## src/rtl/hs_pkg.sv

```systemverilog
// Shared constants and the signed compare used by the heap sorter.
`timescale 1ns / 1ps
package hs_pkg;

    localparam int DATA_W        = 32;
    localparam int MAX_ITEMS_DEF = 64;

    function automatic logic greater(input logic signed [DATA_W-1:0] a,
                                     input logic signed [DATA_W-1:0] b);
        greater = (a > b);
    endfunction

endpackage

```

## src/rtl/heap_sorter.sv

```systemverilog
// Top level of the heap sorter: sequencer plus element store.
`timescale 1ns / 1ps
// Words are loaded one per cycle while busy is low (start high); a word beyond
// MAX_ITEMS is dropped and every result of that batch carries overflow. The word
// with is_last set closes the batch: busy rises and the block heap-sorts the
// stored words in place through its single-read-port store, reading the left
// and right child and writing the hole at each heap level visited, after a
// setup per sift that reads its root word or swaps root and end word. The
// results then leave in ascending order, one per cycle, each shown for a single
// cycle with strobe high; the receiver cannot stall them. last_out marks the
// final word of the batch, and busy falls in the cycle that word is shown.
module heap_sorter #(
    parameter int MAX_ITEMS = hs_pkg::MAX_ITEMS_DEF
) (
    input  logic                              clk,
    input  logic                              rst_n,
    input  logic                              start,
    input  logic signed [hs_pkg::DATA_W-1:0]  value,
    input  logic                              is_last,
    output logic                              busy,
    output logic                              strobe,
    output logic signed [hs_pkg::DATA_W-1:0]  sorted_value,
    output logic                              last_out,
    output logic                              overflow
);
    import hs_pkg::*;

    localparam int AW = $clog2(MAX_ITEMS);

    logic                     mem_we;
    logic [AW-1:0]            mem_waddr;
    logic signed [DATA_W-1:0] mem_wdata;
    logic                     mem_re;
    logic [AW-1:0]            mem_raddr;
    logic signed [DATA_W-1:0] mem_rdata;

    hs_ctrl #(
        .MAX_ITEMS (MAX_ITEMS)
    ) u_ctrl (
        .clk          (clk),
        .rst_n        (rst_n),
        .start        (start),
        .value        (value),
        .is_last      (is_last),
        .busy         (busy),
        .strobe       (strobe),
        .sorted_value (sorted_value),
        .last_out     (last_out),
        .overflow     (overflow),
        .mem_we       (mem_we),
        .mem_waddr    (mem_waddr),
        .mem_wdata    (mem_wdata),
        .mem_re       (mem_re),
        .mem_raddr    (mem_raddr),
        .mem_rdata    (mem_rdata)
    );

    hs_ram #(
        .DEPTH (MAX_ITEMS)
    ) u_ram (
        .clk   (clk),
        .we    (mem_we),
        .waddr (mem_waddr),
        .wdata (mem_wdata),
        .re    (mem_re),
        .raddr (mem_raddr),
        .rdata (mem_rdata)
    );

endmodule

```

## src/rtl/hs_ram.sv

```systemverilog
// Element store: one write port, one read port, registered read data.
`timescale 1ns / 1ps
module hs_ram #(
    parameter int DEPTH = hs_pkg::MAX_ITEMS_DEF
) (
    input  logic                              clk,
    input  logic                              we,
    input  logic [$clog2(DEPTH)-1:0]          waddr,
    input  logic signed [hs_pkg::DATA_W-1:0]  wdata,
    input  logic                              re,
    input  logic [$clog2(DEPTH)-1:0]          raddr,
    output logic signed [hs_pkg::DATA_W-1:0]  rdata
);
    import hs_pkg::*;

    logic signed [DATA_W-1:0] mem [DEPTH];

    always_ff @(posedge clk)
    begin
        if (we)
        begin
            mem[waddr] <= wdata;
        end
        if (re)
        begin
            rdata <= mem[raddr];
        end
    end

endmodule

```

## src/rtl/hs_ctrl.sv

```systemverilog
// Sequencer: load, heap build, extraction and readout over the element store.
`timescale 1ns / 1ps
module hs_ctrl #(
    parameter int MAX_ITEMS = hs_pkg::MAX_ITEMS_DEF
) (
    input  logic                                 clk,
    input  logic                                 rst_n,
    input  logic                                 start,
    input  logic signed [hs_pkg::DATA_W-1:0]     value,
    input  logic                                 is_last,
    output logic                                 busy,
    output logic                                 strobe,
    output logic signed [hs_pkg::DATA_W-1:0]     sorted_value,
    output logic                                 last_out,
    output logic                                 overflow,
    output logic                                 mem_we,
    output logic [$clog2(MAX_ITEMS)-1:0]         mem_waddr,
    output logic signed [hs_pkg::DATA_W-1:0]     mem_wdata,
    output logic                                 mem_re,
    output logic [$clog2(MAX_ITEMS)-1:0]         mem_raddr,
    input  logic signed [hs_pkg::DATA_W-1:0]     mem_rdata
);
    import hs_pkg::*;

    localparam int AW = $clog2(MAX_ITEMS);
    localparam int CW = $clog2(MAX_ITEMS + 1);
    localparam int IW = CW + 1;

    typedef enum logic [3:0] {
        S_IDLE, S_SETUP, S_RD_ROOT, S_LD_ROOT, S_CHILD, S_LC, S_RC, S_DECIDE,
        S_SIFT_END, S_SW_RD0, S_SW_RDE, S_SW_WR, S_O_RD, S_O_EMIT
    } state_t;

    state_t                  state_reg, state_next;
    logic [CW-1:0]           count_reg, count_next;
    logic                    dropped_reg, dropped_next;
    logic [CW-1:0]           n_reg, n_next;
    logic [CW-1:0]           k_reg, k_next;
    logic [CW-1:0]           size_reg, size_next;
    logic                    build_reg, build_next;
    logic [AW-1:0]           i_reg, i_next;
    logic signed [DATA_W-1:0] x_reg, x_next;
    logic signed [DATA_W-1:0] bv_reg, bv_next;
    logic [AW-1:0]           best_reg, best_next;
    logic                    best_ok_reg, best_ok_next;
    logic                    strobe_reg, strobe_next;
    logic signed [DATA_W-1:0] val_reg, val_next;
    logic                    last_reg, last_next;
    logic                    ovf_reg, ovf_next;

    logic [IW-1:0]           lc_idx;
    logic [IW-1:0]           rc_idx;
    logic                    has_room;
    logic                    at_last;

    assign lc_idx   = (IW'(i_reg) << 1) + IW'(1);
    assign rc_idx   = lc_idx + IW'(1);
    assign has_room = (count_reg < CW'(MAX_ITEMS));
    assign at_last  = ((CW'(i_reg) + CW'(1)) == n_reg);

    always_comb
    begin
        state_next   = state_reg;
        count_next   = count_reg;
        dropped_next = dropped_reg;
        n_next       = n_reg;
        k_next       = k_reg;
        size_next    = size_reg;
        build_next   = build_reg;
        i_next       = i_reg;
        x_next       = x_reg;
        bv_next      = bv_reg;
        best_next    = best_reg;
        best_ok_next = best_ok_reg;
        strobe_next  = 1'b0;
        val_next     = val_reg;
        last_next    = 1'b0;
        ovf_next     = ovf_reg;
        mem_we       = 1'b0;
        mem_waddr    = i_reg;
        mem_wdata    = x_reg;
        mem_re       = 1'b0;
        mem_raddr    = i_reg;

        unique case (state_reg)
            S_IDLE:
            begin
                if (start)
                begin
                    if (has_room)
                    begin
                        mem_we     = 1'b1;
                        mem_waddr  = count_reg[AW-1:0];
                        mem_wdata  = value;
                        count_next = count_reg + CW'(1);
                    end
                    else
                    begin
                        dropped_next = 1'b1;
                    end
                    if (is_last)
                    begin
                        n_next     = has_room ? count_reg + CW'(1) : count_reg;
                        state_next = S_SETUP;
                    end
                end
            end
            S_SETUP:
            begin
                if (n_reg < CW'(2))
                begin
                    i_next = '0;
                    if (n_reg == '0)
                    begin
                        count_next   = '0;
                        dropped_next = 1'b0;
                        state_next   = S_IDLE;
                    end
                    else
                    begin
                        state_next = S_O_RD;
                    end
                end
                else
                begin
                    k_next     = n_reg >> 1;
                    size_next  = n_reg;
                    build_next = 1'b1;
                    i_next     = AW'((n_reg >> 1) - CW'(1));
                    state_next = S_RD_ROOT;
                end
            end
            S_RD_ROOT:
            begin
                mem_re     = 1'b1;
                mem_raddr  = i_reg;
                state_next = S_LD_ROOT;
            end
            S_LD_ROOT:
            begin
                x_next     = mem_rdata;
                state_next = S_CHILD;
            end
            S_CHILD:
            begin
                best_ok_next = 1'b0;
                if (lc_idx < IW'(size_reg))
                begin
                    mem_re     = 1'b1;
                    mem_raddr  = lc_idx[AW-1:0];
                    state_next = S_LC;
                end
                else
                begin
                    state_next = S_DECIDE;
                end
            end
            S_LC:
            begin
                if (greater(mem_rdata, x_reg))
                begin
                    best_ok_next = 1'b1;
                    bv_next      = mem_rdata;
                    best_next    = lc_idx[AW-1:0];
                end
                if (rc_idx < IW'(size_reg))
                begin
                    mem_re     = 1'b1;
                    mem_raddr  = rc_idx[AW-1:0];
                    state_next = S_RC;
                end
                else
                begin
                    state_next = S_DECIDE;
                end
            end
            S_RC:
            begin
                if (greater(mem_rdata, best_ok_reg ? bv_reg : x_reg))
                begin
                    best_ok_next = 1'b1;
                    bv_next      = mem_rdata;
                    best_next    = rc_idx[AW-1:0];
                end
                state_next = S_DECIDE;
            end
            S_DECIDE:
            begin
                // move the larger child up into the hole, or drop the sinking word in
                mem_we    = 1'b1;
                mem_waddr = i_reg;
                if (best_ok_reg)
                begin
                    mem_wdata  = bv_reg;
                    i_next     = best_reg;
                    state_next = S_CHILD;
                end
                else
                begin
                    mem_wdata  = x_reg;
                    state_next = S_SIFT_END;
                end
            end
            S_SIFT_END:
            begin
                if (build_reg)
                begin
                    if (k_reg > CW'(1))
                    begin
                        k_next     = k_reg - CW'(1);
                        i_next     = AW'(k_reg - CW'(2));
                        state_next = S_RD_ROOT;
                    end
                    else
                    begin
                        build_next = 1'b0;
                        k_next     = n_reg - CW'(1);
                        state_next = S_SW_RD0;
                    end
                end
                else if (k_reg == CW'(1))
                begin
                    i_next     = '0;
                    state_next = S_O_RD;
                end
                else
                begin
                    k_next     = k_reg - CW'(1);
                    state_next = S_SW_RD0;
                end
            end
            S_SW_RD0:
            begin
                mem_re     = 1'b1;
                mem_raddr  = '0;
                state_next = S_SW_RDE;
            end
            S_SW_RDE:
            begin
                bv_next    = mem_rdata;
                mem_re     = 1'b1;
                mem_raddr  = k_reg[AW-1:0];
                state_next = S_SW_WR;
            end
            S_SW_WR:
            begin
                // root goes to the end; the end word sinks from the root
                x_next     = mem_rdata;
                mem_we     = 1'b1;
                mem_waddr  = k_reg[AW-1:0];
                mem_wdata  = bv_reg;
                size_next  = k_reg;
                i_next     = '0;
                state_next = S_CHILD;
            end
            S_O_RD:
            begin
                mem_re     = 1'b1;
                mem_raddr  = i_reg;
                state_next = S_O_EMIT;
            end
            S_O_EMIT:
            begin
                strobe_next = 1'b1;
                val_next    = mem_rdata;
                ovf_next    = dropped_reg;
                last_next   = at_last;
                if (at_last)
                begin
                    count_next   = '0;
                    dropped_next = 1'b0;
                    state_next   = S_IDLE;
                end
                else
                begin
                    i_next    = i_reg + AW'(1);
                    mem_re    = 1'b1;
                    mem_raddr = i_reg + AW'(1);
                end
            end
            default:
            begin
                state_next = S_IDLE;
            end
        endcase
    end

    always_ff @(posedge clk or negedge rst_n)
    begin
        if (!rst_n)
        begin
            state_reg   <= S_IDLE;
            count_reg   <= '0;
            dropped_reg <= 1'b0;
            strobe_reg  <= 1'b0;
            last_reg    <= 1'b0;
            ovf_reg     <= 1'b0;
            build_reg   <= 1'b0;
            best_ok_reg <= 1'b0;
        end
        else
        begin
            state_reg   <= state_next;
            count_reg   <= count_next;
            dropped_reg <= dropped_next;
            strobe_reg  <= strobe_next;
            last_reg    <= last_next;
            ovf_reg     <= ovf_next;
            build_reg   <= build_next;
            best_ok_reg <= best_ok_next;
        end
    end

    always_ff @(posedge clk)
    begin
        n_reg    <= n_next;
        k_reg    <= k_next;
        size_reg <= size_next;
        i_reg    <= i_next;
        x_reg    <= x_next;
        bv_reg   <= bv_next;
        best_reg <= best_next;
        val_reg  <= val_next;
    end

    assign busy         = (state_reg != S_IDLE);
    assign strobe       = strobe_reg;
    assign sorted_value = val_reg;
    assign last_out     = last_reg;
    assign overflow     = ovf_reg;

endmodule
```

## config.mk

```make
export PLATFORM = sky130hd
export DESIGN_NAME = heap_sorter
export DESIGN_NICKNAME = d
export VERILOG_FILES = /design/src/rtl/hs_pkg.sv /design/src/rtl/heap_sorter.sv /design/src/rtl/hs_ram.sv /design/src/rtl/hs_ctrl.sv
export SDC_FILE = /design/constraint.sdc
export NUM_CORES = 2
export LEC_CHECK = 0
export ABC_AREA = 0
export BUFFER_PORTS_ARGS = -buffer_cell sky130_fd_sc_hd__buf_2
export CORE_ASPECT_RATIO = 1.1
export CORE_MARGIN = 1.5
export CORE_UTILIZATION = 60
export CTS_CLUSTER_SIZE = 20
export DETAILED_ROUTE_END_ITERATION = 8
export PLACE_DENSITY = 0.76
export SYNTH_ARGS = -nofsm -noshare
export SYNTH_HDL_FRONTEND = slang
export SYNTH_HIERARCHICAL = 1
export SYNTH_SLANG_ARGS = --single-unit
```

## constraint.sdc

```tcl
create_clock -name clk -period 6.93 [get_ports clk]
set_input_delay 0.693 -clock clk [delete_from_list [all_inputs] [get_ports clk]]
set_output_delay 0.693 -clock clk [all_outputs]
set_load 0.01 [all_outputs]
```

# Yosys cells after proc, flatten, opt, wreduce, memory -nomap -nowiden
# Memory sizes are Yosys's and may differ from the RTL's. A register that Yosys moved wholly into a read port is not among the register bits.
# Index checks and enable logic that the tools add are counted.
dict set report op_classes {
  reduce_logical 24
  magnitude_cmp 7
  add_sub_neg 9
  n_eq_ne 28
  mux 72
}
# cell count
set ops {}
lappend ops {{32-bit case mux with 3 select lines} 2}
lappend ops {{32-bit 2-to-1 mux} 5}
lappend ops {{6-bit 2-to-1 mux} 12}
lappend ops {{7-bit 2-to-1 mux} 10}
lappend ops {{32-bit > comparator} 2}
lappend ops {{6-bit case mux with 5 select lines} 2}
lappend ops {{4-bit case mux with 13 select lines} 1}
lappend ops {{4-bit 2-to-1 mux} 8}
lappend ops {{7-bit case mux with 2 select lines} 2}
lappend ops {{4-bit equality test, second input constant} 6}
lappend ops {{6-bit case mux with 2 select lines} 2}
lappend ops {{7-bit case mux with 3 select lines} 1}
lappend ops {{1-bit 2-to-1 mux} 20}
lappend ops {{3-bit AND reduction} 6}
lappend ops {{4-bit by 3-bit equality test with 1-bit output, second input constant} 4}
lappend ops {{8-bit by 7-bit less-than comparator with 1-bit output} 2}
lappend ops {{7-bit by 1-bit subtractor with 7-bit output, second input constant} 2}
lappend ops {{2-bit by 1-bit inequality test with 1-bit output, second input constant} 6}
lappend ops {{3-bit nonzero test} 3}
lappend ops {{7-bit by 1-bit adder with 8-bit output, second input constant} 1}
lappend ops {{8-bit by 1-bit adder with 8-bit output, second input constant} 1}
lappend ops {{4-bit by 2-bit equality test with 1-bit output, second input constant} 2}
lappend ops {{2-bit inequality test, second input constant} 4}
lappend ops {{6-bit by 1-bit adder with 7-bit output, second input constant} 1}
lappend ops {{other kinds (29)} 35}
dict set report totals {
  ramBits 2048
  input_bits 36
  register_bits 146
  n_memories 1
  output_inout_bits 36
  word_cells 157
}
# memory depth width read_ports rd_ports_with_merged_regs write_ports line
set mem_list {}
lappend mem_list {u_ram.mem 64 32 1 1 1 hs_ram.sv:16} ;# logic signed [DATA_W-1:0] mem [DEPTH];

# Longest topological paths before layout
dict set report logic_depth {
  depth_word 6
  mapped_depth 23
}

# Modules after synthesis
# The synthesis kept the hierarchy.
# mod n_inst area_per_inst_um2 cells_per_inst seq_area_each_um2
set by_module_without_submodules {}
lappend by_module_without_submodules {hs_ram 1 78835.6 3324 62459.9}
lappend by_module_without_submodules {hs_ctrl 1 9288.9 903 4299.1}

# Least setup slack after synthesis
# No wires, ideal clock.
dict set report synth_path {
  kind {register to register}
  startpoint {register u_ctrl.state_reg[3]}
  endpoint {memory u_ram.mem[49][0], enable pin}
  arrival_ps 4467
  slack_ps 2002
  synth_period_minus_slack_ps 4928
  path_buffers 3
  stages_incl_launch_ff 10
  cell_sequence {dfrtp_1 -> buf_2 -> inv_1 -> nor3_1 -> clkbuf_1 -> buf_1 -> nand2_1 -> o311ai_0 -> nand4_1 -> nor3_1}
}
dict set report synth_via {
  elab_cells_between_ends 8
}
# element line
set synth_rtl {}
lappend synth_rtl {{start: declaration} hs_ctrl.sv:34} ;# state_t state_reg, state_next;
lappend synth_rtl {{start signal: assignment} hs_ctrl.sv:303} ;# state_reg <= state_next;
lappend synth_rtl {{4-bit equality test / 4-bit zero test (equally long branches)} hs_ctrl.sv:85} ;# unique case (state_reg)
lappend synth_rtl {{6-bit case mux with 2 select lines (*)} hs_ctrl.sv:85}
lappend synth_rtl {{net mem_waddr[0]} heap_sorter.sv:31} ;# logic [AW-1:0] mem_waddr;
lappend synth_rtl {{end: declaration} hs_ram.sv:16}
# The timed path passes the listed nets; every way through them passes the cells marked *.

# Worst setup path in the final report
dict set report layout_path {
  startpoint {register u_ctrl.i_reg[1]}
  endpoint {register u_ram/rdata[5] in the netlist's numbering, read port of u_ram.mem, data pin}
}
dict set report layout_via {
  elab_chain_cells 5
  elab_cells_between_ends 15
}
# element line
set layout_lines {}
lappend layout_lines {{start: declaration} hs_ctrl.sv:41} ;# logic [AW-1:0] i_reg, i_next;
lappend layout_lines {{start signal: assignment} hs_ctrl.sv:319} ;# i_reg <= i_next;
lappend layout_lines {{7-bit by 1-bit adder with 8-bit output} hs_ctrl.sv:56} ;# assign lc_idx = (IW'(i_reg) << 1) + IW'(1);
lappend layout_lines {{8-bit by 1-bit adder with 8-bit output} hs_ctrl.sv:57} ;# assign rc_idx = lc_idx + IW'(1);
lappend layout_lines {{8-bit by 7-bit less-than comparator with 1-bit output} hs_ctrl.sv:166} ;# if (rc_idx < IW'(size_reg))
lappend layout_lines {{6-bit 2-to-1 mux} hs_ctrl.sv:166}
lappend layout_lines {{6-bit case mux with 5 select lines (*)} hs_ctrl.sv:85}
lappend layout_lines {{net mem_raddr[1]} heap_sorter.sv:34} ;# logic [AW-1:0] mem_raddr;
lappend layout_lines {{end: declaration} hs_ram.sv:12} ;# output logic signed [hs_pkg::DATA_W-1:0] rdata
# Marks and branches as above.
# A chain may end at the register's enable or synchronous reset.

==> impl_metrics.toml <==
[critical_path]
cp.required_ps = 7500
crit_path_start_kind = "register"
cp.arrival_ps = 7270
path_class = "reg2reg"
crit_fanout = 24
worstSetupEndpointType = "register"
r2r_cells = 19

[global_route]
grt_max_degree = 65
antenna_found_initial = 15
grt.total_usage_pct = 31.8
grt_pass1_wl_um = 332000
overflow = 0
grt_pass1_vias = 45700

[drt]
dr.pass1.iters = 6
drt-wirelength-per-cell_um = 35.4
postRouteAntennaNets = 0
drc = 0
vias = 45900
drt_iter0_markers = 6988
via_per_inst = 6.95
drt-total-wl_um = 234000

[cts]
clk-insertion-delay-late_ps = 860
cts.htree.levels = 4
clockRootBuffer = "clkbuf_16"
cts_resized = 0
numCtsBuffers = 205
cts_tree = "built"
cts.clk_slew.worst_paths_ps = 60
cts_buffer_depth = 3
cts.sinks = 2226

[synth]
synth_flop_cell = "edfxtp_1"
synth_edf_count = 2209
synth_cells = 4227
synth.top_cell.area_share_pct = 75.3
synth_top_area_cell = "edfxtp_1"
syn_area_um2 = 88100
syn-mean-instance-area_um2 = 20.8
ys_ff_latch = 2226
synthArstFlopShare_pct = 0.764
yosys.cell_types.count = 77
synthTopCellsByArea = "edfxtp_1 75%, mux4_2 14%, mux2i_1 1.4%"
seq_area_frac_synth_pct = 75.8
ys.warnings.count = 6
syn_nets = 4349

[timing]
finClkSkew_ps = 54.5
setup_viol = 0
fin_ws_ps = 229
maxSlewViolCount = 0
tightest_slew_ps = 1240
hold_slack_ps = 300
fmax_mhz = 149
period_minus_slack_ps = 6700
hold_viol = 0
slew_headroom_pct = 16.8
min_period_over_period_pct = 96.7
rsz0062_at_grt = "false"
finalSetupTns_ps = 0

[cells_and_area]
regMostFlops = "u_ram/mem"
fin_util_pct = 68.0
largest_reg_flops = 2048
drive_gt1_share_pct = 26.6
register_area_um2 = 66800
fill_cells = 8737
syn_to_final_growth_pct = 12.5
final_net_count = 4623
multi_input_area_um2 = 20900

[floorplan]
fp-row-count = 147
die_h_um = 405
die_area_um2 = 149000
core_area_um2 = 146000
die_w_um = 368
start_util_pct = 60.4
ioPinCount = 72

[placement]
io_buffers = 71
hpwl_um = 135000
place.gp.congestion = 0.954
pre_cts_ws_ps = 494

[min_path]
hold-path-cell-count = 3
hold_class = "in2reg"

[run]
max-cap-violations = 0

[outcome]
status = "finished clean"
-- through the flow --
stage | std cells | instance area (um2)
floorplan | 4227 | 88100
global placement | 6230 | 92700
detailed placement | 6230 | 92700
CTS | 6599 | 99200
global route | 6599 | 99200
finish | 6600 | 99200
-- critical path, stage by stage, from the launching register on --
cell	delay, ps
edfxtp_1	520
ha_1	350
nand3_1	260
xnor2_1	250
ha_1	340
a21oi_1	80
nand2_1	80
nand2_1	60
a31o_2	250
and4_1	210
nor4_1	580
or2_1	240
a221o_4	560
buf_4	340
buf_4	260
or3b_2	590
o221ai_1	300
a21oi_1	280
a21oi_1	680
nor2_1	90
-- kinds of logic (layout without fill, tap and decap cells) --
logic type	Yosys count	count (layout)	synth area share, %
AO/OA/AOI/OAI	436	436	3.22
XOR/XNOR	39	39	0.412
adder cells (fa/ha/maj)	86	86	1.22
buffers and inverters	284	719	1.51
flip-flops	2226	2226	75.8
multiplexers	675	675	15.4
other	0	1	0
AND/OR/NAND/NOR	481	481	2.48
-- per-layer routing --
layer  GRT usage (%)  vias up  share of wire, %
met4            15.5       12               5.9
met5               0        -             0.036
met3            7.38      637                12
met1            41.2    23800                34
li1                -    18200                 -
met2            51.4     3221                49
-- worst paths after layout --
| kind | start | endpoint | slack (ps) |
|---|---|---|---|
| max in group asynchronous | rst_n | u_ctrl/best_ok_reg$_DFFE_PN0P_ | 6240 |
| min in group asynchronous | rst_n | u_ctrl/overflow$_DFFE_PN0P_ | 320 |
| min reg2reg | u_ctrl/overflow$_DFFE_PN0P_ | u_ctrl/overflow$_DFFE_PN0P_ | 510 |
| max reg2reg | u_ctrl/i_reg[1]$_DFFE_PP_ | u_ram/rdata[5]$_DFFE_PP_ | 230 |
| max | u_ctrl/i_reg[1]$_DFFE_PP_ | u_ram/rdata[5]$_DFFE_PP_ | 230 |
| min | start | u_ctrl/state_reg[0]$_DFFE_PN0P_ | 300 |
-- cell type report --
| cell class | count | area share [%] |
|---|---|---|
| tap | 1937 | 2.44 |
| multi-input combinational | 1717 | 21.1 |
| antenna | 1 | 0.00252 |
| timing repair buffer | 292 | 2.34 |
| clock inverter | 116 | 1.11 |
| inverter | 59 | 0.223 |
| sequential | 2226 | 67.3 |
| clock buffer | 252 | 5.44 |
-- timing repair --
action / CTS / global route
hold buffers: 1 / 0
buffers inserted: 0 / 0
endpoints found under the hold margin: 17 / 0
-- cells in the final DEF (no fill, tap or decap), drive strengths merged, types with 5 or more instances in the layout --
| cell type | netlist | final |
|---|---|---|
| edfxtp | 2209 | 2209 |
| mux4 | 544 | 544 |
| buf | 123 | 291 |
| clkbuf | 102 | 252 |
| nor2 | 214 | 214 |
| mux2i | 126 | 126 |
| nand2 | 123 | 123 |
| a21oi | 116 | 116 |
| ha | 86 | 86 |
| o22ai | 86 | 86 |
| clkinv | 0 | 85 |
| o21ai | 76 | 76 |
| inv | 59 | 68 |
| a221oi | 35 | 35 |
| o221ai | 30 | 30 |
| a22oi | 23 | 23 |
| nor3 | 23 | 23 |
| xnor2 | 22 | 22 |
| nor2b | 22 | 22 |
| nand3 | 21 | 21 |
| bufinv | 0 | 18 |
| nand4 | 18 | 18 |
| dfrtp | 17 | 17 |
| xor2 | 16 | 16 |
| nand2b | 15 | 15 |
| o211ai | 9 | 9 |
| a311oi | 8 | 8 |
| a31oi | 7 | 7 |
| nor4 | 7 | 7 |
| nand3b | 7 | 7 |
| a211oi | 5 | 5 |
| mux2 | 5 | 5 |
| and3 | 5 | 5 |
| or2 | 5 | 5 |
| or3b | 5 | 5 |
-- Yosys cell counts (15+ instances only) --
master	instances
buf_1	24
nand2_1	123
mux4_2	544
dfrtp_1	17
a221oi_1	35
xnor2_1	22
a22oi_1	23
clkbuf_1	101
nor3_1	22
buf_4	28
inv_1	59
o221ai_1	30
o22ai_1	86
xor2_1	15
ha_1	86
a21oi_1	116
buf_2	60
nand3_1	19
nor2b_1	22
nor2_1	212
mux2i_1	126
edfxtp_1	2209
o21ai_0	70
nand4_1	18
Power is left out: the tool's default activity adds up to more than one toggle a clock period on the data nets, which glitch-free logic cannot reach.
